File: config.mk
export PLATFORM = sky130hd
export DESIGN_NAME = intel_hex_record_parser
export DESIGN_NICKNAME = d
export VERILOG_FILES = /design/src/rtl/core/ihex_pkg.sv /design/src/rtl/core/ihex_step.sv /design/src/rtl/core/intel_hex_record_parser.sv
export VERILOG_INCLUDE_DIRS = /design/src /design/src/rtl/core
export SDC_FILE = /design/constraint.sdc
export NUM_CORES = 1
export LEC_CHECK = 0
export ABC_AREA = 1
export BUFFER_PORTS_ARGS = -buffer_cell sky130_fd_sc_hd__buf_2
export CAP_MARGIN = 20
export CORE_UTILIZATION = 50
export CTS_BUF_LIST = sky130_fd_sc_hd__clkbuf_8
export CTS_CLUSTER_SIZE = 8
export DETAILED_ROUTE_END_ITERATION = 8
export GPL_TIMING_DRIVEN = 0
export PLACE_DENSITY = 0.73
export SETUP_SLACK_MARGIN = 0.5
export SYNTH_ARGS = -nofsm -noshare
export SYNTH_HDL_FRONTEND = slang
export SYNTH_SLANG_ARGS = --single-unit
File: constraint.sdc
create_clock -name clk -period 2.9 [get_ports clk]
set_input_delay 0.145 -clock clk [delete_from_list [all_inputs] [get_ports clk]]
set_output_delay 0.145 -clock clk [all_outputs]
set_load 0.05 [all_outputs]
File: src/rtl/core/assert_macros.svh
// Assertion macros shared by the RTL of the record parser.
// Synthesis builds see empty bodies; no other dependencies.
`ifndef ASSERT_MACROS_SVH
`define ASSERT_MACROS_SVH
`ifndef SYNTHESIS
// Checks that cond implies prop in the same cycle.
`define ASSERT_IMPLIES(label, clk, rst_n, cond, prop) \
  label: assert property (@(posedge clk) disable iff (!rst_n) (cond) |-> (prop)) \
    else $error("assertion failed");
// Checks that cond implies prop in the following cycle.
`define ASSERT_NEXT(label, clk, rst_n, cond, prop) \
  label: assert property (@(posedge clk) disable iff (!rst_n) (cond) |=> (prop)) \
    else $error("assertion failed");
`else
`define ASSERT_IMPLIES(label, clk, rst_n, cond, prop)
`define ASSERT_NEXT(label, clk, rst_n, cond, prop)
`endif
`endif

File: src/rtl/core/ihex_pkg.sv
// Types, codes and helper functions for the Intel HEX record parser.
// Used by ihex_step and intel_hex_record_parser; no dependencies.
`timescale 1ns / 1ps
package ihex_pkg;

  typedef enum logic [2:0] {
    PH_START,
    PH_COUNT,
    PH_ADDR,
    PH_TYPE,
    PH_DATA,
    PH_CSUM,
    PH_DONE
  } phase_t;

  localparam logic [1:0] KIND_DATA   = 2'd0;
  localparam logic [1:0] KIND_ACCEPT = 2'd1;
  localparam logic [1:0] KIND_REJECT = 2'd2;

  localparam logic [7:0] COLON_CHAR = 8'h3A;
  localparam logic [7:0] TYPE_EOF   = 8'h01;

  localparam logic [3:0] DIGITS_COUNT_END = 4'd2;
  localparam logic [3:0] DIGITS_ADDR_END  = 4'd6;
  localparam logic [3:0] DIGITS_HEADER    = 4'd8;

  typedef struct packed {
    logic [1:0]  kind;
    logic [15:0] address;
    logic [7:0]  data_byte;
    logic [7:0]  record_type;
    logic [7:0]  byte_count;
    logic        checksum_ok;
  } result_t;

  typedef struct packed {
    logic       valid;
    logic [3:0] value;
  } nibble_t;

  function automatic nibble_t hex_decode(input logic [7:0] c);
    nibble_t n;
    n.valid = 1'b1;
    n.value = 4'd0;
    if (c >= 8'h30 && c <= 8'h39) begin
      n.value = 4'(c - 8'h30);
    end else if (c >= 8'h41 && c <= 8'h46) begin
      n.value = 4'(c - 8'h37);
    end else if (c >= 8'h61 && c <= 8'h66) begin
      n.value = 4'(c - 8'h57);
    end else begin
      n.valid = 1'b0;
    end
    return n;
  endfunction

endpackage

File: src/rtl/core/ihex_step.sv
// Line state of the parser and the combinational update for one word.
// Depends on ihex_pkg.
`timescale 1ns / 1ps
module ihex_step (
  input  logic              clk,
  input  logic              rst_n,
  input  logic              go,
  input  logic [7:0]        character,
  input  logic              line_end,
  input  logic              pedantic,
  output logic              res_valid,
  output ihex_pkg::result_t res
);
  import ihex_pkg::*;

  phase_t     phase_r, phase_nxt;
  logic [3:0] high_r, high_nxt;
  logic       pend_r, pend_nxt;
  logic [3:0] digits_r, digits_nxt;
  logic [7:0] count_r, count_nxt;
  logic [15:0] addr_r, addr_nxt;
  logic [7:0] type_r, type_nxt;
  logic [7:0] index_r, index_nxt;
  logic [7:0] sum_r, sum_nxt;
  logic [7:0] csum_r, csum_nxt;
  logic       seen_r, seen_nxt;
  logic       colon_r, colon_nxt;
  logic       err_r, err_nxt;

  nibble_t    nib;
  phase_t     eff_phase;
  logic       is_colon;
  logic [3:0] digits_inc;
  logic [7:0] count_sh;
  logic [15:0] addr_sh;
  logic [7:0] type_sh;
  logic [7:0] byte_val;
  logic [7:0] index_inc;
  logic       eof;
  logic       sum_ok;
  logic       reject;

  assign nib        = hex_decode(character);
  assign eff_phase  = (phase_r == PH_START) ? PH_COUNT : phase_r;
  assign is_colon   = (phase_r == PH_START) && (character == COLON_CHAR);
  assign digits_inc = (digits_r == DIGITS_HEADER) ? DIGITS_HEADER : digits_r + 4'd1;
  assign count_sh   = {count_r[3:0], nib.value};
  assign addr_sh    = {addr_r[11:0], nib.value};
  assign type_sh    = {type_r[3:0], nib.value};
  assign byte_val   = {high_r, nib.value};
  assign index_inc  = index_r + 8'd1;
  assign eof        = (digits_r == DIGITS_HEADER) && (type_r == TYPE_EOF);
  assign sum_ok     = eof || (seen_r && (8'(sum_r + csum_r) == 8'd0));
  assign reject     = err_r || (digits_r != DIGITS_HEADER) || (phase_r == PH_DATA) ||
                      (pedantic && (!colon_r || !sum_ok));

  always_comb begin
    phase_nxt = phase_r;
    if (go) begin
      if (line_end) begin
        phase_nxt = PH_START;
      end else if (phase_r != PH_DONE) begin
        if (is_colon) begin
          phase_nxt = PH_COUNT;
        end else if (!nib.valid) begin
          phase_nxt = PH_DONE;
        end else begin
          unique case (eff_phase)
            PH_COUNT: begin
              phase_nxt = (digits_inc == DIGITS_COUNT_END) ? PH_ADDR : PH_COUNT;
            end
            PH_ADDR: begin
              if (digits_inc == DIGITS_ADDR_END) phase_nxt = PH_TYPE;
            end
            PH_TYPE: begin
              if (digits_inc == DIGITS_HEADER) begin
                if (type_sh == TYPE_EOF) phase_nxt = PH_DONE;
                else if (count_r == 8'd0) phase_nxt = PH_CSUM;
                else phase_nxt = PH_DATA;
              end
            end
            PH_DATA: begin
              if (pend_r && index_inc == count_r) phase_nxt = PH_CSUM;
            end
            PH_CSUM: begin
              if (pend_r) phase_nxt = PH_DONE;
            end
            default: phase_nxt = phase_r;
          endcase
        end
      end
    end
  end

  always_comb begin
    high_nxt   = high_r;
    pend_nxt   = pend_r;
    digits_nxt = digits_r;
    count_nxt  = count_r;
    addr_nxt   = addr_r;
    type_nxt   = type_r;
    index_nxt  = index_r;
    sum_nxt    = sum_r;
    csum_nxt   = csum_r;
    seen_nxt   = seen_r;
    colon_nxt  = colon_r;
    err_nxt    = err_r;
    res_valid  = 1'b0;
    res.kind        = KIND_DATA;
    res.address     = addr_r + 16'(index_r);
    res.data_byte   = byte_val;
    res.record_type = type_r;
    res.byte_count  = count_r;
    res.checksum_ok = 1'b0;
    if (go) begin
      if (line_end) begin
        res_valid       = 1'b1;
        res.kind        = reject ? KIND_REJECT : KIND_ACCEPT;
        res.address     = addr_r;
        res.data_byte   = 8'd0;
        res.checksum_ok = sum_ok;
        high_nxt   = 4'd0;
        pend_nxt   = 1'b0;
        digits_nxt = 4'd0;
        count_nxt  = 8'd0;
        addr_nxt   = 16'd0;
        type_nxt   = 8'd0;
        index_nxt  = 8'd0;
        sum_nxt    = 8'd0;
        csum_nxt   = 8'd0;
        seen_nxt   = 1'b0;
        colon_nxt  = 1'b0;
        err_nxt    = 1'b0;
      end else if (phase_r != PH_DONE) begin
        if (is_colon) begin
          colon_nxt = 1'b1;
        end else if (!nib.valid) begin
          if (eff_phase != PH_CSUM) err_nxt = 1'b1;
        end else begin
          digits_nxt = digits_inc;
          case (eff_phase)
            PH_COUNT: begin
              count_nxt = count_sh;
              if (digits_inc == DIGITS_COUNT_END) sum_nxt = sum_r + count_sh;
            end
            PH_ADDR: begin
              addr_nxt = addr_sh;
              if (digits_inc == DIGITS_ADDR_END) begin
                sum_nxt = sum_r + addr_sh[15:8] + addr_sh[7:0];
              end
            end
            PH_TYPE: begin
              type_nxt = type_sh;
              if (digits_inc == DIGITS_HEADER) sum_nxt = sum_r + type_sh;
            end
            default: begin
              if (!pend_r) begin
                high_nxt = nib.value;
                pend_nxt = 1'b1;
              end else begin
                pend_nxt = 1'b0;
                if (eff_phase == PH_DATA) begin
                  res_valid = 1'b1;
                  sum_nxt   = sum_r + byte_val;
                  index_nxt = index_inc;
                end else begin
                  csum_nxt = byte_val;
                  seen_nxt = 1'b1;
                end
              end
            end
          endcase
        end
      end
    end
  end

  always_ff @(posedge clk) begin
    if (!rst_n) begin
      phase_r  <= PH_START;
      high_r   <= 4'd0;
      pend_r   <= 1'b0;
      digits_r <= 4'd0;
      count_r  <= 8'd0;
      addr_r   <= 16'd0;
      type_r   <= 8'd0;
      index_r  <= 8'd0;
      sum_r    <= 8'd0;
      csum_r   <= 8'd0;
      seen_r   <= 1'b0;
      colon_r  <= 1'b0;
      err_r    <= 1'b0;
    end else begin
      phase_r  <= phase_nxt;
      high_r   <= high_nxt;
      pend_r   <= pend_nxt;
      digits_r <= digits_nxt;
      count_r  <= count_nxt;
      addr_r   <= addr_nxt;
      type_r   <= type_nxt;
      index_r  <= index_nxt;
      sum_r    <= sum_nxt;
      csum_r   <= csum_nxt;
      seen_r   <= seen_nxt;
      colon_r  <= colon_nxt;
      err_r    <= err_nxt;
    end
  end

endmodule

File: src/rtl/core/intel_hex_record_parser.sv
// Top level of the Intel HEX record parser: input register, output register, config.
// Depends on ihex_pkg, ihex_step and assert_macros.svh.
//
//   Channel  Direction  Carries
//   in_      slave      one character per word, tlast closes the line
//   out_     master     data byte or record summary, tuser gives the kind
//   cfg_     slave      pedantic mode bit
//
// The update logic sits between the input register and the output register, so a result
// word passes through the input register and then the output register; one word is taken
// every cycle while the output is not stalled. The line state updates once per taken word.
// Reset is synchronous and returns the line state to the start of a record.
// A stalled output holds its word and stops the input register behind it.
`timescale 1ns / 1ps
`include "assert_macros.svh"
module intel_hex_record_parser (
  input  logic        clk,
  input  logic        rst_n,
  input  logic        in_tvalid,
  output logic        in_tready,
  input  logic [7:0]  in_tdata,   // [7:0] character
  input  logic        in_tlast,
  output logic        out_tvalid,
  input  logic        out_tready,
  output logic [47:0] out_tdata,  // [15:0] address, [23:16] data_byte,
                                  // [31:24] record_type, [39:32] byte_count,
                                  // [40] checksum_ok, [47:41] zero
  output logic [1:0]  out_tuser,  // [1:0] kind
  input  logic        cfg_valid,
  output logic        cfg_ready,
  input  logic        cfg_data
);
  import ihex_pkg::*;

  logic       in_valid_r, in_valid_nxt;
  logic [7:0] in_char_r;
  logic       in_last_r;
  logic       out_valid_r, out_valid_nxt;
  result_t    out_res_r;
  logic       pedantic_r;
  logic       advance;
  logic       res_valid;
  result_t    res;

  assign advance   = in_valid_r && (!out_valid_r || out_tready);
  assign in_tready = !in_valid_r || advance;
  assign cfg_ready = 1'b1;

  ihex_step u_step (
    .clk       (clk),
    .rst_n     (rst_n),
    .go        (advance),
    .character (in_char_r),
    .line_end  (in_last_r),
    .pedantic  (pedantic_r),
    .res_valid (res_valid),
    .res       (res)
  );

  always_comb begin
    in_valid_nxt = in_valid_r;
    if (in_tvalid && in_tready) in_valid_nxt = 1'b1;
    else if (advance) in_valid_nxt = 1'b0;
  end

  always_comb begin
    out_valid_nxt = out_valid_r;
    if (advance && res_valid) out_valid_nxt = 1'b1;
    else if (out_tready) out_valid_nxt = 1'b0;
  end

  always_ff @(posedge clk) begin
    if (!rst_n) begin
      in_valid_r  <= 1'b0;
      out_valid_r <= 1'b0;
      pedantic_r  <= 1'b0;
    end else begin
      in_valid_r  <= in_valid_nxt;
      out_valid_r <= out_valid_nxt;
      if (cfg_valid && cfg_ready) pedantic_r <= cfg_data;
    end
  end

  always_ff @(posedge clk) begin
    if (in_tvalid && in_tready) begin
      in_char_r <= in_tdata;
      in_last_r <= in_tlast;
    end
    if (advance && res_valid) out_res_r <= res;
  end

  assign out_tvalid = out_valid_r;
  assign out_tuser  = out_res_r.kind;
  assign out_tdata  = {7'd0, out_res_r.checksum_ok, out_res_r.byte_count,
                       out_res_r.record_type, out_res_r.data_byte, out_res_r.address};

  `ASSERT_NEXT(a_line_end_summary, clk, rst_n, advance && in_last_r,
               out_valid_r && out_res_r.kind != KIND_DATA)
  `ASSERT_IMPLIES(a_stall_source, clk, rst_n, !in_tready,
                  in_valid_r && out_valid_r && !out_tready)
  `ASSERT_IMPLIES(a_data_no_ok, clk, rst_n, out_valid_r && out_res_r.kind == KIND_DATA,
                  !out_res_r.checksum_ok)

endmodule
# ---- Word-level counts from Yosys, hierarchy flattened
# Index checks and enable logic that the tools add are counted.
dict set report word_totals {
  reg_bits 126
  in_bits 15
}
dict set report op_classes {
  add_sub_neg 12
  n_lt_le_gt_ge 6
  eq_ne 30
  mux 105
  reduce_logical 52
}
# cell count
set ops {}
lappend ops {{two-way mux 8 bit} 33}
lappend ops {{two-way mux 16 bit} 5}
lappend ops {{two-way mux 4 bit} 14}
lappend ops {{adder 8 bit} 6}
lappend ops {{two-way mux 24 bit} 2}
lappend ops {{two-way mux 1 bit} 37}
lappend ops {{two-way mux 3 bit} 10}
lappend ops {{AND reduction 5 bit} 5}
lappend ops {{case mux 8 bit (3 select lines)} 1}
lappend ops {{nonzero test 2 bit} 11}
lappend ops {{AND reduction 7 bit} 3}
lappend ops {{adder 16 x 8 -> 16 bit} 1}
lappend ops {{== test 8 x 1 -> 1 bit, second input constant} 2}
lappend ops {{>= comparator 8 x 7 -> 1 bit, second input constant} 2}
lappend ops {{less-or-equal comparator 8 x 7 -> 1 bit, second input constant} 2}
lappend ops {{zero test 8 bit} 2}
lappend ops {{!= test 5 bit, second input constant} 3}
lappend ops {{case mux 3 bit (5 select lines)} 1}
lappend ops {{logical AND 1 bit} 11}
lappend ops {{nonzero test 5 bit} 2}
lappend ops {{== test 3 bit, second input constant} 3}
lappend ops {{!= test 3 x 2 -> 1 bit, second input constant} 3}
lappend ops {{AND reduction 9 bit} 1}
lappend ops {{adder 8 x 1 -> 8 bit, second input constant} 1}
lappend ops {{27 further kinds} 44}

# ---- Longest topological paths before layout
dict set report logic_depth {
  ltp_word 13
  depth_mapped 22
  ltp_nobuf 22
}

# ---- Cells and area by module
# A second synthesis with hierarchy kept.
dict set report hier_totals {
  cells_unflattened 863
  hier_area_um2 7114.3
}
# module instances cells_per_inst area_each_um2 seq_area_each_um2
set modules_own_cells {}
lappend modules_own_cells {ihex_step 1 780 5343.9 1421.4}
lappend modules_own_cells {intel_hex_record_parser 1 83 1770.4 1621.6}

# ---- Worst setup path before layout
# OpenSTA, ideal clock, no wires.
dict set report synth_path {
  path_type {reg-to-reg}
  from {register in_char_r[0]}
  to {register u_step.sum_r[6]}
  setup_ns 0.132
  arrival_ns 3.031
  required_ns 2.768
  slack_ns -0.264
  stages_incl_launch_ff 22
  path_buffers 0
  period_less_slack_ns 3.164
  path_cell_list {edfxtp_1 inv_1 ha_1 nand2_1 nand3_2 nand2_2 nand2_2 inv_1 nor2_1 inv_1 fa_1 inv_1 ha_1 a21oi_1 nand2_1 nand2_1 nand2_1 a21oi_1 xor2_1 nand2_1 o2111ai_1 a21oi_1}
}
dict set report synth_between {
  elab_chain_len 13
  word_cells_on_any_way 37
  classes_between {add/sub (7); order compare (6); eq/ne (2); mux (16); reduce/logical (6)}
}
# element line
set synth_rtl {}
lappend synth_rtl {{from (decl)} intel_hex_record_parser.sv:36} ;# logic [7:0] in_char_r;
lappend synth_rtl {{from (signal assigned)} intel_hex_record_parser.sv:86} ;# in_char_r <= in_tdata;
lappend synth_rtl {{>= comparator 8 x 7 -> 1 bit / less-or-equal comparator 8 x 7 -> 1 bit (equally long branches)} ihex_pkg.sv:49} ;# end else if (c >= 8'h61 && c <= 8'h66) begin
lappend synth_rtl {{logical AND 1 bit} ihex_pkg.sv:49}
lappend synth_rtl {{two-way mux 4 bit} ihex_pkg.sv:49}
lappend synth_rtl {{two-way mux 4 bit} ihex_pkg.sv:47} ;# end else if (c >= 8'h41 && c <= 8'h46) begin
lappend synth_rtl {{two-way mux 4 bit} ihex_pkg.sv:45} ;# if (c >= 8'h30 && c <= 8'h39) begin
lappend synth_rtl {{adder 8 bit} ihex_step.sv:164} ;# sum_nxt = sum_r + byte_val;
lappend synth_rtl {{two-way mux 8 bit} ihex_step.sv:162} ;# if (eff_phase == PH_DATA) begin
lappend synth_rtl {{two-way mux 8 bit} ihex_step.sv:157} ;# if (!pend_r) begin
lappend synth_rtl {{case mux 8 bit (3 select lines)} ihex_step.sv:141} ;# case (eff_phase)
lappend synth_rtl {{two-way mux 8 bit} ihex_step.sv:137} ;# end else if (!nib.valid) begin
lappend synth_rtl {{two-way mux 8 bit} ihex_step.sv:135} ;# if (is_colon) begin
lappend synth_rtl {{two-way mux 8 bit} ihex_step.sv:134} ;# end else if (phase_r != PH_DONE) begin
lappend synth_rtl {{two-way mux 8 bit} ihex_step.sv:116} ;# if (line_end) begin
lappend synth_rtl {{to (signal assigned)} ihex_step.sv:202} ;# sum_r <= sum_nxt;
lappend synth_rtl {{to (decl)} ihex_step.sv:24} ;# logic [7:0] sum_r, sum_nxt;
# Parallel ways exist; a longest one is shown, timed or not. The select of a mux whose other input is x is not followed.
# A chain may end at the register's enable or synchronous reset.

# ---- Final worst setup path
# Same ends and word-level chain as after synthesis.

==> qor.yml <==
outcome:
  status: "finished with violations"
  violations: "setup timing"
floorplanning:
  boundaryPins: 68
  num_rows: 43
  start_util_pct: 51.3
  die_w_um: 121
  die_area_um2: 14700
  core_area_um2: 13800
  die_h_um: 121
clocking:
  insertion_delay_ns: 0.46
  root_buffer: "clkbuf_8"
  cts_sinks: 126
  cts.reportedPaths.clkPinSlew_ns: 0.08
  h-tree-depth: 4
  clk_path_buf_depth: 2
  cts_tree: "done"
  numCtsBuffers: 17
routing:
  drc: 0
  wire_per_inst_um: 15.7
  via_per_inst: 5.39
  ant_nets: 0
  drt_wl_total_um: 19500
  drt_first_pass_iters: 5
  vias: 6663
  drt_iter0_markers: 588
logic_synthesis:
  synth_edf_count: 52
  netlist_instances: 886
  synth_area_leaders: "edfxtp_1 22%, dfxtp_1 21%, nand2_1 10%"
  synth_cell_type_count: 47
  synth_most_common_cell: "nand2_1"
  yosysWarnings: 0
  ys_seq_elements: 126
  yosysSeqAreaShare_pct: 42.9
  post_synth.cell_area_avg_um2: 8.00
  synth_common_cells: "198 x nand2_1, 98 x inv_1, 96 x a21oi_1, 79 x nor2_1, 74 x dfxtp_1"
  synth_area_leader_cell: "edfxtp_1"
  synthArstFlopShare_pct: 0
  synthFlopType: "dfxtp_1"
  synth_area_um2: 7090
  synth_top_cell_area_share_pct: 22.0
setup_path:
  critPathKind: "reg -> reg"
  r2r_end: "u_step.sum_r[6]"
  start_kind: "register"
  r2r_setup_slack_ns: -0.41
  crit_path_end_kind: "register"
  required_ns: 3.22
  crit_arrival_ns: 3.63
  reg2reg_from: "in_char_r[0]"
  rr_worst_depth: 22
  crit_fanout: 5
layout:
  layout-drive-gt1-share_pct: 30.2
  syn2layout_area_growth_pct: 31.9
  antenna_cells: 0
  instances_no_fill: 1236
  nets: 1105
  final_core_util_pct: 67.6
worst_hold_path:
  hold_start: "in_tdata[4]"
  whs_path_depth: 2
  hp-class: "in -> reg"
  hold_end: "in_char_r[4]"
place:
  dp_hpwl_um: 13000
  dp.cells: 1131
  gp_congestion: 0.892
  place_ws_ns: -0.515
  io_buffers: 59
sta:
  max_freq_mhz: 302
  fin_ws_ns: -0.409
  slew_viol_final: 0
  hold_ws_ns: 0.402
  setup_tns_ns: -2.10
  relSlewSlack_pct: 41.0
  setup_viol: 10
  hold_viol: 0
  rsz0062_at_grt: "true"
  worst_slew_pin_slew_ns: 0.885
  fin_crit_sh_pct: 114
  fin_skew_ns: 0.0171
  final.min_clock_period_ns: 3.31
global_routing:
  groute.usage.overall_pct: 26.3
  grt_pass1_wl_um: 29200
  gr-total-overflow: 0
  grt_max_degree: 53
  grt_antenna_before_repair: 0
  grt_pass1_vias: 5885
power:
  leakage_nw: 3.88
  ir_worst_vdd_mv: 0.459
  powerDensity_nw_per_um2: 434
job:
  cap_violations: 0
-- sequential cells by signal, indices dropped and copies added (netlist names), 2 cells and up --
name,count
in_char_r,8
u_step.digits_r,4
u_step.sum_r,8
out_tuser,2
u_step.index_r,8
out_tdata,41
u_step.phase_r,3
u_step.addr_r,16
u_step.csum_r,8
u_step.count_r,8
u_step.type_r,8
u_step.high_r,4
-- cell usage in the layout, fill, tap and decap left out, types with 12 or more instances in the layout --
| cell type | n |
|---|---|
| a21oi_2 | 20 |
| o21ai_0 | 28 |
| buf_6 | 23 |
| nor2_2 | 15 |
| dlygate4sd3_1 | 14 |
| nand2_1 | 165 |
| xor2_1 | 16 |
| edfxtp_1 | 52 |
| nand2_2 | 25 |
| ha_1 | 28 |
| clkbuf_8 | 17 |
| nand3_1 | 57 |
| a21oi_1 | 76 |
| nor2_1 | 66 |
| buf_4 | 43 |
| buf_2 | 60 |
| inv_1 | 86 |
| dfxtp_1 | 69 |
| clkbuf_1 | 12 |
| inv_2 | 20 |
-- worst max-delay path: stages (launching register included) --
cell       delay, ns
edfxtp_1        0.48
inv_2           0.13
ha_4            0.17
nand2_4         0.05
nand3_4         0.09
nand2_8         0.09
buf_6           0.14
nand3_4         0.05
nand2_4         0.06
nor2_4          0.13
inv_2           0.07
fa_2            0.57
inv_2           0.06
ha_4            0.15
a21oi_2         0.15
nand2_2         0.08
nand2_2         0.08
nand2_2         0.07
a21oi_2         0.13
xor2_1          0.16
nand2_1         0.09
o2111ai_2       0.09
a21oi_1         0.08
-- final cells by class --
cell class,instances,area [um^2]
timing repair inverter,2,13.8
clock inverter,15,195
sequential,126,3050
inverter,115,483
clock buffer,17,234
tap,180,225
fill,1113,4480
timing repair buffer,130,967
multi-input combinational,626,4030
buffer,25,148
-- routing by layer --
layer	vias to the layer above	part of all wire, %	GRT usage, %
met2	254	48	41.7
met1	3126	42	34.0
met4	2	3.2	12.7
met5	-	0.28	0
met3	50	6.5	5.83
li1	3231	-	-
-- cell families (layout without fill, tap and decap cells) --
group	count (synthesis)	after routing	synth area share [%]
buffers and inverters	140	304	8.16
xor gates and xnor gates	23	23	2.84
and+or+nand+nor	384	384	23.9
adders and majority gates	47	47	9.46
other	2	8	0.106
DFF	126	126	42.9
AOI/OAI and AO/OA	164	164	12.6
-- power by group --
group | switching, mW | leakage [nW] | internal (mW)
sequential | 0.0300 | 1.10 | 1.87
clock | 0.735 | 0.215 | 0.933
combinational | 0.316 | 2.57 | 0.174
-- how the worst max path moves through the flow --
stage	startpoint	end	slack, ns
2_1_floorplan	in_char_r[0]	u_step.sum_r[7]	-0.09
3_3_place_gp	in_char_r[1]	u_step.sum_r[6]	-0.48
3_5_place_dp	in_char_r[1]	u_step.sum_r[6]	-0.52
4_1_cts	in_char_r[0]	u_step.sum_r[6]	-0.34
5_1_grt	in_char_r[0]	u_step.sum_r[6]	-0.57
6_report	in_char_r[0]	u_step.sum_r[6]	-0.41
-- repair_timing --
action	in CTS	in global routing
gates resized for setup	42	142
pin swaps	28	64
endpoints found under the setup margin	61	80
buffers inserted	27	29
hold buffers	14	0
endpoints found under the hold margin	14	0
gates cloned	0	3
-- stage by stage --
step | power [mW] | area [um^2]
floorplan | 2.21 | 7150
global placement | 2.30 | 7670
detailed placement | 2.30 | 7670
CTS | 4.00 | 8590
global route | 4.20 | 9350
finish | 4.06 | 9350
Note: power is estimated with default switching activity, not from simulation.
